===== config.mk =====
export PLATFORM = sky130hd
export DESIGN_NAME = two_byte_header_length_deframer
export DESIGN_NICKNAME = d
export VERILOG_FILES = /design/src/tbhld_pkg.sv /design/src/tbhld_in_reg.sv /design/src/tbhld_core.sv /design/src/tbhld_out_reg.sv /design/src/two_byte_header_length_deframer.sv
export SDC_FILE = /design/constraint.sdc
export NUM_CORES = 1
export LEC_CHECK = 0
export ABC_AREA = 0
export ABC_CLOCK_PERIOD_IN_PS = 3400
export BUFFER_PORTS_ARGS = -buffer_cell sky130_fd_sc_hd__buf_4
export CAP_MARGIN = 20
export CORE_MARGIN = 5
export CORE_UTILIZATION = 55
export DETAILED_ROUTE_END_ITERATION = 7
export PLACE_DENSITY = 0.85
export REMOVE_ABC_BUFFERS = 1
export SYNTH_ARGS = -nofsm -noshare
export SYNTH_HDL_FRONTEND = slang
export SYNTH_SLANG_ARGS = --single-unit

===== constraint.sdc =====
create_clock -name i_clk -period 3.4 [get_ports i_clk]
set_input_delay 0.51 -clock i_clk [delete_from_list [all_inputs] [get_ports i_clk]]
set_output_delay 0.51 -clock i_clk [all_outputs]
set_load 0.01 [all_outputs]

===== src/tbhld_pkg.sv =====
// ============================================================================
// tbhld_pkg: shared types and constants for the two-byte-header deframer
// Word layouts, configuration register indexes and reset values.
// ============================================================================
package tbhld_pkg;

    localparam int unsigned BYTE_W      = 8;
    localparam int unsigned INDEX_W     = 9;
    localparam int unsigned CFG_INDEX_W = 1;

    // Configuration register indexes.
    localparam logic [CFG_INDEX_W-1:0] CFG_FIRST_HEADER  = 1'b0;
    localparam logic [CFG_INDEX_W-1:0] CFG_SECOND_HEADER = 1'b1;

    // Header register values after reset.
    localparam logic [BYTE_W-1:0] FIRST_HEADER_RST  = 8'h5A;
    localparam logic [BYTE_W-1:0] SECOND_HEADER_RST = 8'hA5;

    // The length slot holds L plus the two headers plus the length byte itself.
    localparam logic [INDEX_W-1:0] LENGTH_BIAS = 9'd3;

    // Position of the length byte within a frame.
    localparam logic [INDEX_W-1:0] LENGTH_SLOT = 9'd2;

    // Input command codes.
    localparam logic CMD_DATA    = 1'b0;
    localparam logic CMD_RELEASE = 1'b1;

    typedef struct packed {
        logic              command;
        logic [BYTE_W-1:0] data_byte;
        logic              burst_end;
    } t_in_word;

    typedef struct packed {
        logic               accepted;
        logic               stored;
        logic [INDEX_W-1:0] byte_index;
        logic [BYTE_W-1:0]  stored_value;
        logic               frame_done;
        logic               burst_end_echo;
    } t_result;

endpackage


===== src/tbhld_in_reg.sv =====
// ============================================================================
// tbhld_in_reg: input word register
// Captures one incoming word and holds it until the framing logic takes it.
// ============================================================================
module tbhld_in_reg (
    input  logic               i_clk,
    input  logic               i_rst_n,
    input  logic               i_valid,
    input  tbhld_pkg::t_in_word i_word,
    input  logic               i_advance,
    output logic               o_ready,
    output logic               o_valid,
    output tbhld_pkg::t_in_word o_word
);
    import tbhld_pkg::*;

    logic     r_valid;
    t_in_word r_word;

    // The register can take a new word when empty or when its word moves on.
    assign o_ready = !r_valid || i_advance;

    always_ff @(posedge i_clk) begin
        if (!i_rst_n) begin
            r_valid <= 1'b0;
        end else if (o_ready) begin
            r_valid <= i_valid;
        end
    end

    always_ff @(posedge i_clk) begin
        if (o_ready && i_valid) begin
            r_word <= i_word;
        end
    end

    assign o_valid = r_valid;
    assign o_word  = r_word;

endmodule


===== src/tbhld_core.sv =====
// ============================================================================
// tbhld_core: frame synchronizer state and result logic
// Holds the header registers and hunt state and forms one result per word.
// ============================================================================
module tbhld_core (
    input  logic                             i_clk,
    input  logic                             i_rst_n,
    input  logic                             i_cfg_we,
    input  logic [tbhld_pkg::CFG_INDEX_W-1:0] i_cfg_index,
    input  logic [tbhld_pkg::BYTE_W-1:0]      i_cfg_data,
    input  logic                             i_advance,
    input  tbhld_pkg::t_in_word               i_word,
    output tbhld_pkg::t_result                o_result
);
    import tbhld_pkg::*;

    logic [BYTE_W-1:0]  r_first_header;
    logic [BYTE_W-1:0]  r_second_header;
    logic               r_first_seen;
    logic               r_second_seen;
    logic [INDEX_W-1:0] r_count;
    logic [INDEX_W-1:0] r_total;
    logic               r_held;

    logic               n_first_seen;
    logic               n_second_seen;
    logic [INDEX_W-1:0] n_count;
    logic [INDEX_W-1:0] n_total;
    logic               n_held;
    logic [INDEX_W-1:0] count_inc;
    logic [INDEX_W-1:0] length_total;
    t_result            result;

    assign count_inc    = r_count + INDEX_W'(1);
    assign length_total = {1'b0, i_word.data_byte} + LENGTH_BIAS;

    always_comb begin
        n_first_seen  = r_first_seen;
        n_second_seen = r_second_seen;
        n_count       = r_count;
        n_total       = r_total;
        n_held        = r_held;
        result        = '0;
        result.burst_end_echo = i_word.burst_end;

        if (i_word.command == CMD_RELEASE) begin
            n_held = 1'b0;
        end else if (!r_held) begin
            result.accepted = 1'b1;
            if (!r_first_seen) begin
                if (i_word.data_byte == r_first_header) begin
                    result.stored       = 1'b1;
                    result.byte_index   = r_count;
                    result.stored_value = i_word.data_byte;
                    n_count             = count_inc;
                    n_first_seen        = 1'b1;
                end else begin
                    n_count = '0;
                end
            end else if (!r_second_seen) begin
                // A failed second header is dropped, not retried as a first header.
                if (i_word.data_byte == r_second_header) begin
                    result.stored       = 1'b1;
                    result.byte_index   = r_count;
                    result.stored_value = i_word.data_byte;
                    n_count             = count_inc;
                    n_second_seen       = 1'b1;
                end else begin
                    n_count       = '0;
                    n_first_seen  = 1'b0;
                    n_second_seen = 1'b0;
                end
            end else if (r_count == LENGTH_SLOT) begin
                n_total             = length_total;
                result.stored       = 1'b1;
                result.byte_index   = r_count;
                result.stored_value = length_total[BYTE_W-1:0];
                n_count             = count_inc;
            end else begin
                result.stored       = 1'b1;
                result.byte_index   = r_count;
                result.stored_value = i_word.data_byte;
                n_count             = count_inc;
                if (count_inc > r_total) begin
                    result.frame_done = 1'b1;
                    n_count           = '0;
                    n_first_seen      = 1'b0;
                    n_second_seen     = 1'b0;
                    n_held            = 1'b1;
                end
            end
        end
    end

    always_ff @(posedge i_clk) begin
        if (!i_rst_n) begin
            r_first_header  <= FIRST_HEADER_RST;
            r_second_header <= SECOND_HEADER_RST;
        end else if (i_cfg_we) begin
            unique case (i_cfg_index)
                CFG_FIRST_HEADER:  r_first_header  <= i_cfg_data;
                CFG_SECOND_HEADER: r_second_header <= i_cfg_data;
                default:           r_first_header  <= r_first_header;
            endcase
        end
    end

    always_ff @(posedge i_clk) begin
        if (!i_rst_n) begin
            r_first_seen  <= 1'b0;
            r_second_seen <= 1'b0;
            r_count       <= '0;
            r_total       <= '0;
            r_held        <= 1'b0;
        end else if (i_advance) begin
            r_first_seen  <= n_first_seen;
            r_second_seen <= n_second_seen;
            r_count       <= n_count;
            r_total       <= n_total;
            r_held        <= n_held;
        end
    end

    assign o_result = result;

endmodule


===== src/tbhld_out_reg.sv =====
// ============================================================================
// tbhld_out_reg: result register
// Holds one finished result until the downstream side takes it.
// ============================================================================
module tbhld_out_reg (
    input  logic              i_clk,
    input  logic              i_rst_n,
    input  logic              i_load,
    input  tbhld_pkg::t_result i_result,
    input  logic              i_ready,
    output logic              o_can_load,
    output logic              o_valid,
    output tbhld_pkg::t_result o_result
);
    import tbhld_pkg::*;

    logic    r_valid;
    t_result r_result;

    assign o_can_load = !r_valid || i_ready;

    always_ff @(posedge i_clk) begin
        if (!i_rst_n) begin
            r_valid <= 1'b0;
        end else if (o_can_load) begin
            r_valid <= i_load;
        end
    end

    always_ff @(posedge i_clk) begin
        if (i_load) begin
            r_result <= i_result;
        end
    end

    assign o_valid  = r_valid;
    assign o_result = r_result;

endmodule


===== src/two_byte_header_length_deframer.sv =====
// ============================================================================
// two_byte_header_length_deframer: length-prefixed frame synchronizer
// Finds two header bytes, reads a length byte and tags each frame byte.
// ============================================================================
// The block takes one received byte per word and returns exactly one result
// word for each. It hunts for the first header byte followed directly by the
// second header byte; a wrong second header is dropped and the hunt restarts
// without testing that byte as a first header. The next byte is a length L,
// reported in its slot as (L+3) mod 256, followed by L data bytes and one
// checksum byte that is passed on unchecked. Every kept byte is reported with
// its position in the frame, and the byte at position L+3 flags frame_done.
// After that, data bytes are refused (accepted is 0) until a release command
// word arrives. A word is accepted while the input register is empty or its
// held word moves on to the result register: it passes an input register,
// then the header compare and position counter update, then a result
// register, which presents it on the master side. The sustained rate is one
// word per clock while the output is taken. Header values are to be written
// through the configuration port only while the block is idle; the block
// does not enforce this. Register 0 is the first header and register 1 the
// second.
// ============================================================================
module two_byte_header_length_deframer (
    input  logic                              i_clk,
    input  logic                              i_rst_n,
    // Configuration write port.
    input  logic                              i_cfg_we,
    input  logic [tbhld_pkg::CFG_INDEX_W-1:0] i_cfg_index,
    input  logic [tbhld_pkg::BYTE_W-1:0]      i_cfg_data,
    // Slave side: received bytes and release commands.
    input  logic                              s_tvalid,
    output logic                              s_tready,
    input  logic [7:0]                        s_tdata,  // [7:0] data_byte
    input  logic                              s_tuser,  // [0] command
    input  logic                              s_tlast,  // burst_end
    // Master side: one result per input word.
    output logic                              m_tvalid,
    input  logic                              m_tready,
    output logic [23:0]                       m_tdata,  // [8:0] byte_index,
                                                        // [16:9] stored_value,
                                                        // [23:17] zero
    output logic [2:0]                        m_tuser,  // [0] accepted,
                                                        // [1] stored,
                                                        // [2] frame_done
    output logic                              m_tlast   // burst_end_echo
);
    import tbhld_pkg::*;

    t_in_word in_word;
    t_in_word held_word;
    logic     held_valid;
    logic     can_load;
    logic     advance;
    t_result  core_result;
    t_result  out_result;

    assign in_word.command   = s_tuser;
    assign in_word.data_byte = s_tdata;
    assign in_word.burst_end = s_tlast;

    // A held word moves on, updating the framing state, whenever the result
    // register has room for its result.
    assign advance = held_valid && can_load;

    tbhld_in_reg u_in_reg (
        .i_clk     (i_clk),
        .i_rst_n   (i_rst_n),
        .i_valid   (s_tvalid),
        .i_word    (in_word),
        .i_advance (advance),
        .o_ready   (s_tready),
        .o_valid   (held_valid),
        .o_word    (held_word)
    );

    tbhld_core u_core (
        .i_clk       (i_clk),
        .i_rst_n     (i_rst_n),
        .i_cfg_we    (i_cfg_we),
        .i_cfg_index (i_cfg_index),
        .i_cfg_data  (i_cfg_data),
        .i_advance   (advance),
        .i_word      (held_word),
        .o_result    (core_result)
    );

    tbhld_out_reg u_out_reg (
        .i_clk      (i_clk),
        .i_rst_n    (i_rst_n),
        .i_load     (advance),
        .i_result   (core_result),
        .i_ready    (m_tready),
        .o_can_load (can_load),
        .o_valid    (m_tvalid),
        .o_result   (out_result)
    );

    assign m_tdata = {7'd0, out_result.stored_value, out_result.byte_index};
    assign m_tuser = {out_result.frame_done, out_result.stored, out_result.accepted};
    assign m_tlast = out_result.burst_end_echo;

endmodule


==> impl_summary.txt <==
----------------------------------------------------
[Clock tree]
  Source-to-sink clock delay at the later pin of the worst-skew pair ... 360 ps
  Maximum clock path buffer count ... 2
  Clock transition at the registers of the reported paths ... 70 ps
  Cell at the root of the clock tree ... sky130_fd_sc_hd__clkbuf_8
  Number of H-tree levels ... 3
  Clock buffers created by TritonCTS ... 9
  CTS tree ... yes
  CTS Hold Bufs ... 0
  Num Clock Sinks ... 70

[Route]
  Vias per cell ... 5.82
  Initial DRC count ... 228
  Number of DRC violations after detailed routing ... 0
  Detail Route Antenna Nets ... 0
  Total routed wirelength ... 8210 um
  First-pass detailed-route iteration total ... 5
  Wire length per cell ... 16.4 um
  Number of vias after detailed routing ... 2903

[Worst setup path]
  Critical path data arrival time ... 3550 ps
  Crit Path Max Fanout ... 5
  CP Data Required Time ... 3640 ps
  Critical path startpoint category ... flop
  Kind of end point of the critical path ... flop
  CP Class ... flop to flop

[Pwr]
  Switching part of the total power ... 25.2%
  Clock network fraction of design power ... 34.3%
  Peak ir drop on the vdd network ... 0.000305 V
  Switch Pwr ... 0.416 mW
  Int Power ... 1.24 mW
  Share of total power in sequential cells ... 56.7%
  Cell leakage power ... 1.55 nW
  Power density of the placed cells ... 405 mW/mm^2
  Combinational fraction of design power ... 8.9%

[STA]
  Setup violation total in the final timing report ... 0
  Final hold violation count ... 0
  Count of final max-slew check failures ... 0
  Max Freq ... 302 MHz
  Worst-case headroom to the max-slew limit ... 38.6%
  Worst clock skew on the final layout ... 3.98 ps
  Final worst path period share ... 97.3%
  Worst-margin pin slew ... 921 ps
  Minimum period implied by the final worst setup slack ... 3310 ps

[Place]
  Number of instances in the placed design ... 482
  Post-DP HPWL ... 5880 um
  Port buffer count ... 46
  RePlAce Congestion ... 0.964

[Global routing]
  Total global routing track utilization ... 20.1%
  Antenna violations before repair ... 0
  Wire length of the first global-routing pass ... 13200 um
  Number of global-route vias before repair ... 2812
  Total global routing overflow ... 0
  Pin count of the biggest net entering global routing ... 27

[Synth]
  Library cell with the largest summed area after synthesis ... sky130_fd_sc_hd__edfxtp_1
  Cells after Synth ... 383
  Mapped Avg Cell Area ... 9.25 sq um
  Post-Syn Area ... 0.00354 sq mm
  Leading cell types by total area after synthesis ... sky130_fd_sc_hd__edfxtp_1 (26%), sky130_fd_sc_hd__dfxtp_1 (22%), sky130_fd_sc_hd__xnor2_1 (6.2%)
  Area fraction of the dominant cell type after synthesis ... 26.3%
  EDFF count, synth ... 31
  YS warnings ... 0
  Top_reg_cell synth ... sky130_fd_sc_hd__dfxtp_1
  Cell variety after synth ... 50
  Number of synthesized register bits ... 70
  Sequential cell area fraction in the yosys report ... 48.3%
  Share of flip-flops with an asynchronous set or reset ... 0%

[Finish]
  Layout Nets ... 453
  Count of placed standard cells in the final layout, fillers left out ... 499
  Final core area utilization ... 64.5%
  Area growth syn-to-layout ... 14.9%
  Number of antenna diodes ... 0
  Layout cell share with drive strength beyond 1 ... 18.0%

[Status]
  Result of the run ... complete, no violations

[Die]
  Die Height ... 90.3 um
  Initial cell density of the core ... 56.1%
  Site row count ... 29
  # IOs ... 54
  Die Outline Area ... 0.00815 sq mm
  Standard cell core area ... 0.00631 sq mm
  Die X ... 90.3 um

[Run]
  Max Cap Violations ... 0

[Min path]
  HP Class ... input port to flop

----------------------------------------------------
-- cells by family (layout without fill, tap and decap cells) --
| group | count (synthesis) | count (layout) | synth area share (%) |
|---|---|---|---|
| AO/OA/AOI/OAI | 71 | 71 | 12.7 |
| XOR/XNOR | 28 | 28 | 6.92 |
| adder cells (fa/ha/maj) | 12 | 12 | 4.24 |
| buffers and inverters | 54 | 87 | 6.60 |
| flip-flops | 70 | 70 | 48.3 |
| other | 1 | 7 | 0.106 |
| AND/OR/NAND/NOR | 147 | 147 | 21.2 |
-- through the flow --
stage          hold WS, ps  power, mW  TNS (ps)  cell area [sq um]  setup slack (ps)
2_1_floorplan          400       1.03         0               3420               297
4_1_cts                321       1.66         0               4030               143
3_5_place_dp           422       1.10         0               3870               139
6_report               327       1.65         0               4070              91.2
5_1_grt                320       1.71      -124               4070             -52.0
3_3_place_gp           402       1.10         0               3870               285
-- registers in the layout, summed over array words and instances, names as in the netlist --
name and cells:
u_core.r_first_header 8, u_core.r_first_seen 1, u_in_reg.o_valid 1, u_out_reg.o_valid 1
u_core.r_total 9, u_core.r_count 9, u_core.r_second_seen 1, u_core.r_second_header 8
u_out_reg.o_result 21, u_core.r_held 1, u_in_reg.o_word 10
-- cells in the mapped netlist, types with 2 or more instances --
| cell type | n |
|---|---|
| sky130_fd_sc_hd__nor2b_1 | 2 |
| sky130_fd_sc_hd__or4b_1 | 2 |
| sky130_fd_sc_hd__and3_1 | 13 |
| sky130_fd_sc_hd__nand2_1 | 53 |
| sky130_fd_sc_hd__dfxtp_1 | 39 |
| sky130_fd_sc_hd__inv_1 | 21 |
| sky130_fd_sc_hd__buf_4 | 7 |
| sky130_fd_sc_hd__xor2_1 | 3 |
| sky130_fd_sc_hd__xnor2_1 | 25 |
| sky130_fd_sc_hd__nor4_1 | 7 |
| sky130_fd_sc_hd__a21oi_1 | 22 |
| sky130_fd_sc_hd__nand4_1 | 5 |
| sky130_fd_sc_hd__o31ai_1 | 4 |
| sky130_fd_sc_hd__nand2b_1 | 3 |
| sky130_fd_sc_hd__a31oi_1 | 6 |
| sky130_fd_sc_hd__clkbuf_1 | 21 |
| sky130_fd_sc_hd__edfxtp_1 | 31 |
| sky130_fd_sc_hd__nor3b_1 | 6 |
| sky130_fd_sc_hd__or3_1 | 4 |
| sky130_fd_sc_hd__buf_2 | 4 |
| sky130_fd_sc_hd__nor2_1 | 18 |
| sky130_fd_sc_hd__nor3_1 | 6 |
| sky130_fd_sc_hd__nand3_1 | 16 |
| sky130_fd_sc_hd__ha_1 | 12 |
| sky130_fd_sc_hd__o21ai_0 | 15 |
| sky130_fd_sc_hd__a311oi_1 | 4 |
| sky130_fd_sc_hd__and2_1 | 3 |
| sky130_fd_sc_hd__or4_1 | 2 |
| sky130_fd_sc_hd__a211oi_1 | 8 |
-- final cells by class --
cell class | instances | area, sq um
multi-input combinational | 265 | 1660
timing repair buffer | 49 | 368
clock inverter | 5 | 26.3
fill | 522 | 2240
inverter | 22 | 82.6
clock buffer | 11 | 131
sequential | 70 | 1710
tap | 77 | 96.3
-- worst max-delay path, cell delays in order (launching register included) --
cell and delay (ps):
sky130_fd_sc_hd__dfxtp_2 340, sky130_fd_sc_hd__ha_2 200, sky130_fd_sc_hd__and3_1 220, sky130_fd_sc_hd__and3_1 230, sky130_fd_sc_hd__and3_1 200, sky130_fd_sc_hd__xnor2_1 180
sky130_fd_sc_hd__inv_1 70, sky130_fd_sc_hd__ha_1 360, sky130_fd_sc_hd__a41o_1 260, sky130_fd_sc_hd__a21oi_1 190, sky130_fd_sc_hd__a2111o_1 280, sky130_fd_sc_hd__a311oi_2 130
sky130_fd_sc_hd__buf_4 210, sky130_fd_sc_hd__nor4_1 310
-- metal layers --
metal	track usage, %	share of wire, %	vias to the layer above	wire length, um
li1	-	-	1414	-
met1	24.5	41	1353	3370
met2	33.5	49	116	4050
met3	4.83	6.5	20	534
met4	9.31	3.1	0	253
met5	0	0	-	0
-- power groups by stage --
stage          clock, mW  combinational, mW  sequential (mW)
3_3_place_gp           0              0.142            0.953
3_5_place_dp           0              0.147            0.955
2_1_floorplan          0             0.0756            0.955
6_report           0.567              0.148            0.936
5_1_grt            0.611              0.162            0.940
4_1_cts            0.575              0.147            0.936
-- cells in the final DEF (no fill, tap or decap), types with 11 or more instances in the layout --
cell type	n
sky130_fd_sc_hd__dfxtp_1	37
sky130_fd_sc_hd__buf_4	49
sky130_fd_sc_hd__nand3_1	16
sky130_fd_sc_hd__xnor2_1	25
sky130_fd_sc_hd__nand2_1	53
sky130_fd_sc_hd__nor2_1	18
sky130_fd_sc_hd__o21ai_0	15
sky130_fd_sc_hd__inv_1	21
sky130_fd_sc_hd__a21oi_1	22
sky130_fd_sc_hd__edfxtp_1	31
sky130_fd_sc_hd__ha_1	11
sky130_fd_sc_hd__and3_1	13
-- worst paths after layout --
kind	start	end	slack, ps	cells after the start
setup / recovery	u_core.r_count[0]	u_core.r_count[5]	90	13
hold / removal	s_tdata[7]	u_in_reg.o_word[8]	330	1
setup reg to reg	u_core.r_count[0]	u_core.r_count[5]	90	13
hold reg to reg	u_in_reg.o_word[0]	u_out_reg.o_result[0]	440	0
-- what timing repair did --
action / in CTS / in global routing
setup endpoints to repair: 0 / 11
buffers inserted: 0 / 1
gates resized for setup: 0 / 9
Note: power is estimated with default switching activity, not from simulation.
